File: config.mk
export PLATFORM = sky130hd
export DESIGN_NAME = crtc_text_raster_line_sequencer
export DESIGN_NICKNAME = d
export VERILOG_FILES = /design/src/design/crtc_trls_pkg.sv /design/src/design/crtc_text_raster_line_sequencer.sv /design/src/design/crtc_trls_core.sv
export SDC_FILE = /design/constraint.sdc
export NUM_CORES = 1
export LEC_CHECK = 0
export ABC_AREA = 0
export BUFFER_PORTS_ARGS = -buffer_cell sky130_fd_sc_hd__buf_2
export CORE_UTILIZATION = 55
export DETAILED_ROUTE_END_ITERATION = 8
export PLACE_DENSITY = 0.77
export SETUP_SLACK_MARGIN = 0.15
export SLEW_MARGIN = 20
export SYNTH_ARGS = -nofsm -noshare
export SYNTH_HDL_FRONTEND = slang
export SYNTH_SLANG_ARGS = --single-unit
File: constraint.sdc
create_clock -name clk -period 5.95 [get_ports clk]
set_clock_uncertainty 0.1 [all_clocks]
set_input_delay 0.595 -clock clk [delete_from_list [all_inputs] [get_ports clk]]
set_output_delay 0.595 -clock clk [all_outputs]
set_load 0.02 [all_outputs]
File: src/design/crtc_trls_pkg.sv
// Shared types and constants for the CRTC text raster line sequencer.
// No dependencies; imported by crtc_trls_core, the top level and the testbench.
package crtc_trls_pkg;

  localparam logic [4:0] LAST_SCAN_ROW   = 5'd13;
  localparam logic [4:0] SYNC_LINES      = 5'd16;
  localparam logic [1:0] CURSOR_OFF_MODE = 2'b01;

  localparam int CFG_DATA_BITS  = 14;
  localparam int CFG_INDEX_BITS = 3;

  typedef enum logic [CFG_INDEX_BITS-1:0] {
    REG_HORIZ_DISPLAYED = 3'd0,
    REG_VERT_TOTAL      = 3'd1,
    REG_VERT_ADJUST     = 3'd2,
    REG_VERT_DISPLAYED  = 3'd3,
    REG_VSYNC_POSITION  = 3'd4,
    REG_CURSOR_START    = 3'd5,
    REG_CURSOR_END      = 3'd6,
    REG_START_ADDRESS   = 3'd7
  } cfg_index_t;

  typedef struct packed {
    logic [7:0]  horiz_displayed;
    logic [6:0]  vert_total;
    logic [4:0]  vert_adjust;
    logic [6:0]  vert_displayed;
    logic [6:0]  vsync_position;
    logic [6:0]  cursor_start;
    logic [4:0]  cursor_end;
    logic [13:0] start_address;
  } cfg_t;

  typedef struct packed {
    logic [13:0] line_address;
    logic [4:0]  scan_row;
    logic        display_active;
    logic        cursor_visible;
    logic        status_display_off;
    logic        status_vsync;
    logic        frame_end;
    logic        blink_phase;
  } line_result_t;

endpackage

File: src/design/crtc_text_raster_line_sequencer.sv
// Top level of the CRTC text raster line sequencer: config registers, input
// and result registers around crtc_trls_core. Depends on crtc_trls_pkg.
//
// One transfer on the input channel is one scan-line tick; a tick with
// line_tick = 1 yields one result transfer, a tick with line_tick = 0 is
// absorbed with no result. The block sustains one tick per clock while the
// receiver is ready: a tick is held in the input register, evaluated by the
// combinational next-state logic of the timing core, and lands in the result
// register, so each result passes the input and result registers. Input ready
// follows output ready combinationally when the result register is full and
// the input register holds a tick with line_tick = 1. Character height is
// fixed at 14 scan lines; write registers only while no tick is in flight.
module crtc_text_raster_line_sequencer
  import crtc_trls_pkg::*;
#(
  parameter int ADDRESS_BITS = 14
) (
  input  logic                      clk,
  input  logic                      rst,
  input  logic                      wr_en,
  input  logic [CFG_INDEX_BITS-1:0] wr_index,
  input  logic [CFG_DATA_BITS-1:0]  wr_data,
  input  logic                      in_valid,
  output logic                      in_ready,
  input  logic                      line_tick,
  output logic                      out_valid,
  input  logic                      out_ready,
  output logic [13:0]               line_address,
  output logic [4:0]                scan_row,
  output logic                      display_active,
  output logic                      cursor_visible,
  output logic                      status_display_off,
  output logic                      status_vsync,
  output logic                      frame_end,
  output logic                      blink_phase
);

  cfg_t         cfg;
  logic         in_full;
  logic         in_tick;
  logic         process;
  logic         step;
  line_result_t res;
  line_result_t out_res;

  always_ff @(posedge clk) begin
    if (rst) begin
      cfg <= '0;
    end else if (wr_en) begin
      case (cfg_index_t'(wr_index))
        REG_HORIZ_DISPLAYED: cfg.horiz_displayed <= wr_data[7:0];
        REG_VERT_TOTAL:      cfg.vert_total      <= wr_data[6:0];
        REG_VERT_ADJUST:     cfg.vert_adjust     <= wr_data[4:0];
        REG_VERT_DISPLAYED:  cfg.vert_displayed  <= wr_data[6:0];
        REG_VSYNC_POSITION:  cfg.vsync_position  <= wr_data[6:0];
        REG_CURSOR_START:    cfg.cursor_start    <= wr_data[6:0];
        REG_CURSOR_END:      cfg.cursor_end      <= wr_data[4:0];
        REG_START_ADDRESS:   cfg.start_address   <= wr_data[13:0];
        default: ;
      endcase
    end
  end

  assign process  = in_full && (!in_tick || !out_valid || out_ready);
  assign step     = process && in_tick;
  assign in_ready = !in_full || process;

  always_ff @(posedge clk) begin
    if (rst) begin
      in_full <= 1'b0;
    end else if (in_valid && in_ready) begin
      in_full <= 1'b1;
    end else if (process) begin
      in_full <= 1'b0;
    end
  end

  always_ff @(posedge clk) begin
    if (in_valid && in_ready) begin
      in_tick <= line_tick;
    end
  end

  crtc_trls_core #(
    .ADDRESS_BITS(ADDRESS_BITS)
  ) u_core (
    .clk (clk),
    .rst (rst),
    .cfg (cfg),
    .step(step),
    .res (res)
  );

  always_ff @(posedge clk) begin
    if (rst) begin
      out_valid <= 1'b0;
    end else if (step) begin
      out_valid <= 1'b1;
    end else if (out_ready) begin
      out_valid <= 1'b0;
    end
  end

  always_ff @(posedge clk) begin
    if (step) begin
      out_res <= res;
    end
  end

  assign line_address       = out_res.line_address;
  assign scan_row           = out_res.scan_row;
  assign display_active     = out_res.display_active;
  assign cursor_visible     = out_res.cursor_visible;
  assign status_display_off = out_res.status_display_off;
  assign status_vsync       = out_res.status_vsync;
  assign frame_end          = out_res.frame_end;
  assign blink_phase        = out_res.blink_phase;

  a_tick_gives_result: assert property (@(posedge clk) disable iff (rst)
    in_full && in_tick && !out_valid |=> out_valid)
    else $error("pending tick did not produce a result");

  a_no_step_on_stall: assert property (@(posedge clk) disable iff (rst)
    out_valid && !out_ready |-> !step)
    else $error("result overwritten while stalled");

endmodule

File: src/design/crtc_trls_core.sv
// Vertical timing state and per-line next-state logic of the sequencer.
// Depends on crtc_trls_pkg; instantiated by crtc_text_raster_line_sequencer.
module crtc_trls_core
  import crtc_trls_pkg::*;
#(
  parameter int ADDRESS_BITS = 14
) (
  input  logic         clk,
  input  logic         rst,
  input  cfg_t         cfg,
  input  logic         step,
  output line_result_t res
);

  logic [4:0]              scan_line_count, scan_line_count_next;
  logic [6:0]              row_count, row_count_next;
  logic [ADDRESS_BITS-1:0] current_address, current_address_next;
  logic [ADDRESS_BITS-1:0] row_start_address, row_start_address_next;
  logic [4:0]              adjust_remaining, adjust_remaining_next;
  logic                    display_enable, display_enable_next;
  logic                    cursor_line_on, cursor_line_on_next;
  logic                    cursor_blink_on, cursor_blink_on_next;
  logic [4:0]              sync_remaining, sync_remaining_next;
  logic                    sync_flag, sync_flag_next;
  logic [3:0]              frame_counter, frame_counter_next;

  logic                    frame_end;
  logic [6:0]              row_inc;
  logic [ADDRESS_BITS-1:0] frame_start;
  logic [ADDRESS_BITS+13:0] addr_ext;

  assign frame_start = ADDRESS_BITS'(cfg.start_address);
  assign row_inc     = row_count + 7'd1;
  assign addr_ext    = {14'd0, current_address};

  always_comb begin
    scan_line_count_next   = scan_line_count;
    row_count_next         = row_count;
    current_address_next   = current_address;
    row_start_address_next = row_start_address;
    adjust_remaining_next  = adjust_remaining;
    display_enable_next    = display_enable;
    cursor_line_on_next    = cursor_line_on;
    cursor_blink_on_next   = cursor_blink_on;
    sync_remaining_next    = sync_remaining;
    sync_flag_next         = sync_flag;
    frame_counter_next     = frame_counter;
    frame_end              = 1'b0;

    if (display_enable) begin
      current_address_next = current_address + ADDRESS_BITS'(cfg.horiz_displayed);
    end
    if (row_count == cfg.vsync_position && scan_line_count == 5'd0) begin
      sync_flag_next = 1'b1;
    end
    if (sync_remaining != 5'd0) begin
      sync_remaining_next = sync_remaining - 5'd1;
      if (sync_remaining == 5'd1) begin
        sync_flag_next = 1'b0;
      end
    end
    if (scan_line_count == cfg.cursor_end) begin
      cursor_line_on_next = 1'b0;
    end

    if (adjust_remaining != 5'd0) begin
      scan_line_count_next  = scan_line_count + 5'd1;
      current_address_next  = row_start_address;
      adjust_remaining_next = adjust_remaining - 5'd1;
      if (adjust_remaining == 5'd1) begin
        display_enable_next    = 1'b1;
        current_address_next   = frame_start;
        row_start_address_next = frame_start;
        scan_line_count_next   = 5'd0;
      end
    end else if (scan_line_count == LAST_SCAN_ROW) begin
      row_start_address_next = current_address_next;
      scan_line_count_next   = 5'd0;
      row_count_next         = row_inc;
      if (row_inc == cfg.vert_displayed) begin
        display_enable_next = 1'b0;
      end
      if (row_count == cfg.vert_total) begin
        row_count_next        = 7'd0;
        adjust_remaining_next = cfg.vert_adjust;
        if (cfg.vert_adjust == 5'd0) begin
          display_enable_next    = 1'b1;
          current_address_next   = frame_start;
          row_start_address_next = frame_start;
        end
        if (cfg.cursor_start[6:5] == CURSOR_OFF_MODE) begin
          cursor_blink_on_next = 1'b0;
        end else begin
          cursor_blink_on_next = frame_counter[3];
        end
      end
      if (row_count_next == cfg.vsync_position) begin
        display_enable_next = 1'b0;
        sync_remaining_next = SYNC_LINES;
        frame_counter_next  = frame_counter + 4'd1;
        frame_end           = 1'b1;
      end
    end else begin
      scan_line_count_next = scan_line_count + 5'd1;
      current_address_next = row_start_address;
    end

    if (scan_line_count_next == cfg.cursor_start[4:0]) begin
      cursor_line_on_next = 1'b1;
    end
  end

  always_comb begin
    res.line_address       = addr_ext[13:0];
    res.scan_row           = scan_line_count;
    res.display_active     = display_enable;
    res.cursor_visible     = cursor_line_on & cursor_blink_on;
    res.status_display_off = ~display_enable_next;
    res.status_vsync       = sync_flag_next;
    res.frame_end          = frame_end;
    res.blink_phase        = frame_counter_next[3];
  end

  always_ff @(posedge clk) begin
    if (rst) begin
      scan_line_count   <= '0;
      row_count         <= '0;
      current_address   <= '0;
      row_start_address <= '0;
      adjust_remaining  <= '0;
      display_enable    <= 1'b0;
      cursor_line_on    <= 1'b0;
      cursor_blink_on   <= 1'b0;
      sync_remaining    <= '0;
      sync_flag         <= 1'b0;
      frame_counter     <= '0;
    end else if (step) begin
      scan_line_count   <= scan_line_count_next;
      row_count         <= row_count_next;
      current_address   <= current_address_next;
      row_start_address <= row_start_address_next;
      adjust_remaining  <= adjust_remaining_next;
      display_enable    <= display_enable_next;
      cursor_line_on    <= cursor_line_on_next;
      cursor_blink_on   <= cursor_blink_on_next;
      sync_remaining    <= sync_remaining_next;
      sync_flag         <= sync_flag_next;
      frame_counter     <= frame_counter_next;
    end
  end

  a_sync_bound: assert property (@(posedge clk) disable iff (rst)
    sync_remaining <= SYNC_LINES)
    else $error("vsync timer above its load value");

  a_hold_when_idle: assert property (@(posedge clk) disable iff (rst)
    !step |=> $stable(scan_line_count) && $stable(row_count) && $stable(current_address))
    else $error("timing state moved without a line");

  a_frame_end_loads_sync: assert property (@(posedge clk) disable iff (rst)
    step && res.frame_end |=> sync_remaining == SYNC_LINES)
    else $error("frame end did not load the vsync timer");

endmodule

==> results of run 1 <==
-- cells in the mapped netlist (7+ instances only) --
cell type	n	area share, %
ha_1	18	3.4
nand3_1	17	1.3
xor2_1	11	1.5
o21ai_0	19	1.4
a21oi_1	61	4.6
edfxtp_1	26	12
mux2i_1	42	6.4
nor2_1	93	5.3
a31oi_1	7	0.66
nor3_1	18	1.4
clkbuf_1	30	1.7
nand4_1	7	0.66
nand2_1	94	5.3
xnor2_1	30	4.0
dfxtp_1	106	32
inv_1	23	1.3
-- critical path, cell delays in order, from the launching register on --
cell and delay (ns):
dfxtp_1 0.32, nand2b_1 0.09, nand3_1 0.51, inv_1 0.74
nand3_1 0.61, or4_1 0.58, a21oi_1 0.15
-- metrics by stage --
| step | setup slack (ns) | hold WS [ns] | instance area (µm²) | power, W |
|---|---|---|---|---|
| global placement | 2.49 | 0.333 | 6860 | 0.00108 |
| detailed placement | 2.39 | 0.325 | 6860 | 0.00108 |
| CTS | 2.53 | 0.241 | 7430 | 0.00207 |
| floorplan | 3.25 | 0.303 | 6600 | 0.00104 |
| global route | 2.47 | 0.236 | 7430 | 0.00213 |
| finish | 2.77 | 0.249 | 7430 | 0.00207 |
-- cell type report --
type / instances / area [µm²]
fillers: 965 / 4130
multi-input cells: 540 / 3410
flip-flops and latches: 132 / 2900
clock buffers: 27 / 493
repair buffers: 55 / 290
well taps: 143 / 179
inverters: 23 / 86.3
clock inverters: 5 / 75.1
-- sequential cells by signal (all words and copies together), names as in the netlist, 4 cells and up, named ones only --
| signal | cells |
|---|---|
| u_core.scan_line_count | 5 |
| u_core.frame_counter | 4 |
| line_address | 14 |
| u_core.adjust_remaining | 5 |
| u_core.sync_remaining | 5 |
| scan_row | 5 |
| u_core.row_start_address | 14 |
| cfg | 60 |
| u_core.row_count | 7 |
-- worst paths after layout --
kind | startpoint | endpoint | slack (ns) | cells after the start
setup / recovery | out_valid | u_core.frame_counter[2] | 2.77 | 6
hold / removal | line_tick | in_tick | 0.25 | 1
setup reg to reg | out_valid | u_core.frame_counter[2] | 2.77 | 6
hold reg to reg | u_core.row_start_address[11] | line_address[11] | 0.33 | 0
-- logic make-up after synthesis --
logic type / Yosys count
mux: 43
buf+inv: 67
fa+ha+maj: 19
compound gates: 150
flops: 132
xor+xnor: 44
simple gates: 284
-- where the power goes --
group,internal (W),switching (W)
registers,0.000926,0.0000102
logic,0.0000400,0.0000891
clock network,0.000647,0.000360
-- routing by layer --
metal | routed length (µm) | share of wire, % | vias to the layer above | global-route usage, %
li1 | - | - | 2683 | -
met1 | 6960 | 43 | 2653 | 35.8
met2 | 7540 | 47 | 238 | 43.0
met3 | 1290 | 8.0 | 38 | 6.80
met4 | 386 | 2.4 | 0 | 12.2
met5 | 0 | 0 | - | 0
==> results.txt, run 1 <==
H-tree Lvls = 4
hold_buf cts = 0
first-pass GRT wire length = 26400 µm
Die ar. = 12400 µm²
Seq cells post-synth = 132
most common cell after layout, fill and taps aside = dfxtp_1
synth unique cells = 72
max-slew violations = 0
fin util = 64.3%
clock root cell = clkbuf_16
residual DRC count = 3
I/O pin count = 50
maximum vdd drop = 231 µV
Setup Fix Bufs, Post-CTS = 0
synthesized area = 6600 µm²
post-synthesis mux area share = 6.54%
first-pass detailed-route iteration total = 9
post-synthesis xor/xnor area fraction = 6.37%
EDFF count, synth = 26
Final Hold Viols = 0
Final Cycle Share = 53.4%
insertion delay to the later sink of the worst-skew pair = 0.43 ns
max cap viols = 0
CTS tree = done
pin count of the biggest net entering global routing = 81
run status = finished with violations
vias in the first global route = 5210
fin cells = 925
DR WL/cell = 17.5 µm
Critical Path AT = 3.43 ns
relative slew slack = 25.0%
placed insts = 893
final worst path period need = 3.18 ns
commonest cells after routing, fill and taps aside = 106 x dfxtp_1, 94 x nand2_1, 92 x nor2_1, 61 x a21oi_1, 49 x buf_2
syn_area_per_cell = 8.93 µm²
dpl hpwl = 11100 µm
unrepaired setup endpoints after global routing = no
Seq/Total Area, Yosys = 44.0%
Worst Setup Start Kind = flop
Mapped Cells = 739
Max Fclk = 315 MHz
Clock transition at path regs = 0.05 ns
DR iter-0 viols = 570
Inserted Clock Buffers = 17
required time worst endpoint = 6.20 ns
Synth async-reset ratio = 0%
total gr overflow = 0
post-cts sizing count = 0
Total Neg Setup Slack = 0 ns
Hold Path Class = input pin to flop
chip width = 112 µm
GP Congestion = 0.957
Crit. End Element = flop
CORE AREA = 11600 µm²
Total GRT Usage = 27.4%
antenna-violating nets left = 0
synthesis warning total = 0
Initial Util = 57.0%
layout cells sized above 1 = 12.3%
die height = 112 µm
power density cells = 279 nW/µm²
Setup CP Type = flop to flop
initial antenna violation count = 0
simple-gate share of the synthesized area = 20.2%
final net count = 811
number of port buffers = 49
clk sinks = 132
Synth Area in Adders = 3.72%
WL final = 16200 µm
worst slew pin tran = 1.12 ns
dominant synthesized flop cell = dfxtp_1
endpoints failing setup = 0
vias post-DR = 5612
antenna cells = 0
failing checks = DRC
CTS Buffer Depth = 2
Crit Path Max Fanout = 17
syn nets = 781
largest family of logic cells by synthesized area = simple AND/OR/NAND/NOR gates
vias per inst = 6.07
leak pwr = 2.85 nW
Cell Rows = 39
compound-gate portion of the synthesized area = 14.7%
Layout area overhead = 12.7%
No activity file was read; power rests on OpenSTA's default activity.
==> inputs of run 2 (changes only) <==
ABC_AREA = 1   (was 0)
clock period = 2.95 ns   (was 5.95 ns; I/O delays follow)
==> run 2 against run 1 <==
Compared with the run above: the flow now finishes without violations; wire length down 5.6%; setup slack worse by 2.4 ns; clock-buffer cell count fell by 7; non-clock buffer count rose by 7; first-iteration DRC count down 19%; sequential cell count is the same; combinational power rose to 2.7 times the previous value; cell count grew 14%; die area fell by 2.4%; largest power group unchanged.
==> results.txt, run 2 <==
max reg flops = 60
I/O pin count = 50
Synth async-reset ratio = 0%
top sig layer = met4
CP max stage delay = 0.50 ns
Initial Util = 56.3%
post-synth top area share = 33.0%
EDFF count, synth = 26
first-pass detailed-route iteration total = 5
layout cells sized above 1 = 13.8%
final worst path period need = 2.55 ns
Critical Path AT = 2.74 ns
worst slew pin tran = 0.577 ns
vias post-DR = 5684
power density cells = 576 nW/µm²
initial antenna violation count = 0
first-pass GRT wire length = 24500 µm
FF-to-FF Start = u_core.row_count[2]
CTS Buffer Depth = 2
dpl hpwl = 10300 µm
run status = completed
Final Cycle Share = 86.3%
Setup Fix Bufs, Post-CTS = 0
insertion delay to the later sink of the worst-skew pair = 0.42 ns
Inserted Clock Buffers = 17
max cap viols = 0
CP max-delay cell = dfxtp_1
syn_area_per_cell = 7.62 µm²
antenna cells = 0
antenna-violating nets left = 0
worst-path cell chain = inv_1 > nand2_1 > nand2_1 > nor2_2 > nand2_1 > nor2_2 > nand4_1 > nand2_2 > inv_1 > o21ai_0 > a21oi_1 > a21oi_1 > nor2_1
wire length on met2 = 6830 µm
Final Hold Viols = 0
Clock transition at path regs = 0.06 ns
reg2reg end = u_core.row_start_address[4]
length of routed met3 wiring = 1110 µm
Total GRT Usage = 26.6%
H-tree Lvls = 4
Total Neg Setup Slack = 0 ns
Seq cells post-synth = 132
top cells by area, synth = dfxtp_1 33%, edfxtp_1 12%, o21ai_0 8.6%
total gr overflow = 0
met1 WL = 7130 µm
die height = 110 µm
post-synth top area cell = dfxtp_1
Setup CP Type = flop to flop
synthesis warning total = 0
post-route setup slack = 0.404 ns
clk sinks = 132
max-slew violations = 0
number of port buffers = 49
unrepaired setup endpoints after global routing = no
required time worst endpoint = 3.14 ns
min-delay src = wr_data[11]
vias in the first global route = 5038
WL final = 15300 µm
Largest Register = cfg
residual DRC count = 0
GP Congestion = 0.856
Layout area overhead = 15.3%
fin util = 64.9%
Worst Setup Start Kind = flop
delay-heaviest family, CP = simple AND/OR/NAND/NOR gates
synthesized area = 6430 µm²
CORE AREA = 11400 µm²
flop-to-flop setup slack = 0.40 ns
dominant synthesized flop cell = dfxtp_1
Crit Path Max Fanout = 14
Worst R2R Path Depth = 13
relative slew slack = 61.3%
worst slack, placed = 0.495 ns
most frequent CP cell = nand2_1
most common cell after layout, fill and taps aside = nor2_1
CP Buf/Inv Count = 2
Die ar. = 12100 µm²
synth unique cells = 42
clock root cell = clkbuf_16
Max Fclk = 393 MHz
Hold Path Class = input pin to flop
Worst Hold Depth = 3
Seq/Total Area, Yosys = 45.1%
final net count = 940
maximum vdd drop = 423 µV
DR WL/cell = 14.5 µm
Mapped Cells = 844
endpoints failing setup = 0
pin count of the biggest net entering global routing = 40
commonest cells after routing, fill and taps aside = 127 x nor2_1, 112 x nand2_1, 111 x o21ai_0, 106 x dfxtp_1, 94 x inv_1
worst hold path endpoint = cfg[11]
Cell Rows = 39
leak pwr = 3.25 nW
most common cell in the netlist = nor2_1
CTS tree = done
vias per inst = 5.39
Crit. End Element = flop
chip width = 110 µm
synth cell count leaders = 128 x nor2_1, 112 x nand2_1, 111 x o21ai_0
DR iter-0 viols = 463
syn nets = 886
-- run 2: worst max-delay path by stage --
stage | from | to | slack, ns | cells past startpoint
floorplan | u_core.row_count[1] | blink_phase | 0.79 | 14
global placement | u_core.row_count[2] | u_core.row_start_address[4] | 0.51 | 13
detailed placement | u_core.row_count[0] | blink_phase | 0.49 | 14
CTS | u_core.row_count[0] | u_core.row_start_address[4] | 0.43 | 13
global route | u_core.row_count[0] | u_core.row_start_address[4] | 0.22 | 13
finish | u_core.row_count[2] | u_core.row_start_address[4] | 0.40 | 13
-- run 2: metal layers --
layer	up-vias	global-route usage [%]
li1	2891	-
met4	0	8.46
met5	-	0
met3	15	4.64
met1	2591	37.1
met2	187	42.1
-- run 2: cell families after synthesis --
logic type                 synth area share [%]
and+or+nand+nor                            20.7
AOI/OAI and AO/OA                          18.2
DFF                                        45.1
buffers and inverters                      7.92
xor gates and xnor gates                   4.08
adders and majority gates                  3.81
muxes                                     0.156
-- run 2: through the flow --
step	instances	instance area (µm²)	hold WS, ns	power (W)
finish	1054	7420	0.0147	0.00427
global route	1054	7420	0.0262	0.00441
CTS	1054	7420	0.00378	0.00429
detailed placement	1020	6820	0.340	0.00229
global placement	1020	6820	0.340	0.00228
floorplan	844	6430	0.294	0.00219
-- run 2: area by class of cell --
class | count | area (µm²)
fill | 995 | 4000
timing repair buffer | 62 | 348
clock buffer | 20 | 468
clock inverter | 12 | 104
multi-input combinational | 582 | 3030
sequential | 132 | 2900
inverter | 103 | 387
tap | 143 | 179
-- run 2: tightest hold or removal path, delay by kind of cell --
kind | cells | cell delay (ns)
buffers and inverters | 1 | 0.07
and+or+nand+nor | 2 | 0.12
-- run 2: power by group --
part	leakage [nW]	internal (W)	switching [W]
Sequential	1.10	0.00188	0.0000279
Clock	0.274	0.00123	0.000788
Combinational	1.88	0.000109	0.000234
Total	3.25	0.00322	0.00105
-- run 2: timing repair --
action	4_1_cts	5_1_grt
hold buffers	2	0
gates resized for setup	0	0
hold endpoints to repair	2	0
==> inputs of run 3 (changes only) <==
HOLD_SLACK_MARGIN = 0.02   (was unset)
MAX_ROUTING_LAYER = met4   (was unset)
==> run 3 against run 2 <==
Compared with the run above: clock-buffer cell count is the same; register-to-register slack gained 0.02 ns; via count is essentially flat; first-iteration DRC count grew 6.0%; sequential power is essentially flat; global-route usage grew 0.86 points; die area is the same; largest power group unchanged.
==> results.txt, run 3 (synthesized netlist as in run 2, its figures left out) <==
run status = completed
Die ar. = 12100 µm²
Initial Util = 56.3%
max reg flops = 60
max-slew violations = 0
Largest Register = cfg
maximum vdd drop = 423 µV
DR WL/cell = 14.5 µm
clock root cell = clkbuf_16
placed insts = 1020
Layout area overhead = 15.6%
endpoints failing setup = 0
I/O pin count = 50
Crit. End Element = flop
FF-to-FF Start = u_core.row_count[2]
layout cells sized above 1 = 13.8%
vias post-DR = 5682
leak pwr = 3.26 nW
GP Congestion = 0.869
Clock transition at path regs = 0.06 ns
most common cell after layout, fill and taps aside = nor2_1
Final Hold Viols = 0
Worst R2R Path Depth = 13
Critical Path AT = 2.73 ns
pin count of the biggest net entering global routing = 40
Total Neg Setup Slack = 0 ns
fin cells = 1056
final worst path period need = 2.53 ns
final net count = 942
dpl hpwl = 10300 µm
vias per inst = 5.38
worst slew pin tran = 0.592 ns
flop-to-flop setup slack = 0.42 ns
clk sinks = 132
Setup CP Type = flop to flop
post-cts sizing count = 0
commonest cells after routing, fill and taps aside = 127 x nor2_1, 112 x nand2_1, 111 x o21ai_0, 106 x dfxtp_1, 94 x inv_1
unrepaired setup endpoints after global routing = no
reg2reg end = u_core.row_start_address[4]
first-pass detailed-route iteration total = 5
final instance area = 7440 µm²
die height = 110 µm
antenna cells = 0
Final Cycle Share = 85.7%
Inserted Clock Buffers = 17
vias in the first global route = 5046
total gr overflow = 0
Hold Path Class = input pin to flop
CTS Buffer Depth = 2
worst hold slack = 0.0480 ns
Worst Setup Start Kind = flop
fill count = 992
max cap viols = 0
DR iter-0 viols = 491
Total GRT Usage = 27.5%
DP Area = 6820 µm²
initial antenna violation count = 0
power density cells = 575 nW/µm²
number of port buffers = 49
Max Fclk = 395 MHz
first-pass GRT wire length = 24600 µm
antenna-violating nets left = 0
chip width = 110 µm
relative slew slack = 60.3%
WL final = 15400 µm
insertion delay to the later sink of the worst-skew pair = 0.42 ns
CORE AREA = 11400 µm²
Worst Hold Depth = 3
residual DRC count = 0
Crit Path Max Fanout = 14
min-delay src = in_valid
required time worst endpoint = 3.15 ns
CTS tree = done
Cell Rows = 39
worst hold path endpoint = in_full
H-tree Lvls = 4
## run 3: changes by cell type in the layout (fill, tap and decap cells not counted)
cell | previous run | this run
dlygate4sd3_1 | 2 | 4
## run 3: worst max-delay path, stage by stage, from the launching register on
cell and delay [ns]:
dfxtp_1 0.49, inv_1 0.07, nand2_1 0.06, nand2_1 0.06, nor2_2 0.17, nand2_1 0.10, nor2_2 0.23, nand4_1 0.19
nand2_2 0.28, inv_1 0.15, o21ai_0 0.26, a21oi_1 0.07, a21oi_1 0.12, nor2_1 0.05
## run 3: worst max-delay path by stage
stage / start / depth (start not counted) / slack [ns] / end
floorplan: u_core.row_count[1] / 14 / 0.79 / blink_phase
detailed placement: u_core.row_count[0] / 14 / 0.49 / blink_phase
global placement: u_core.row_count[2] / 13 / 0.51 / u_core.row_start_address[4]
global route: u_core.row_count[0] / 13 / 0.22 / u_core.row_start_address[4]
finish: u_core.row_count[2] / 13 / 0.42 / u_core.row_start_address[4]
CTS: u_core.row_count[0] / 13 / 0.43 / u_core.row_start_address[4]
## run 3: what timing repair did
| item | 4_1_cts | 5_1_grt |
|---|---|---|
| endpoints found under the hold margin | 4 | 0 |
| buffers inserted | 0 | 0 |
| hold buffers | 4 | 0 |
| endpoints found under the setup margin | 0 | 0 |
## run 3: area by class of cell
class | count | area, µm² | share of cell area [%]
well taps | 143 | 179 | 2.41
flip-flops and latches | 132 | 2900 | 39.0
inverters | 103 | 387 | 5.20
clock inverters | 12 | 104 | 1.40
clock buffers | 20 | 468 | 6.29
repair buffers | 64 | 368 | 4.95
multi-input cells | 582 | 3030 | 40.7
## run 3: report_power, final
part	internal (W)	switching [W]	total, W
Clock	0.00123	0.000790	0.00202
Sequential	0.00188	0.0000278	0.00191
Combinational	0.000111	0.000234	0.000345
## run 3: layer usage
metal,part of all wire (%),global-route usage (%)
met5,0,-
met4,1.3,8.46
met3,6.2,4.64
met2,45,42.2
met1,47,37.2
## run 3: through the flow
stage	worst slack, ns	power, W	util (%)
final	0.421	0.00427	65.1
after global routing	0.222	0.00441	65.1
after CTS	0.428	0.00429	65.1
after detailed placement	0.495	0.00229	59.8
after global placement	0.510	0.00228	59.8
after floorplan	0.795	0.00219	-
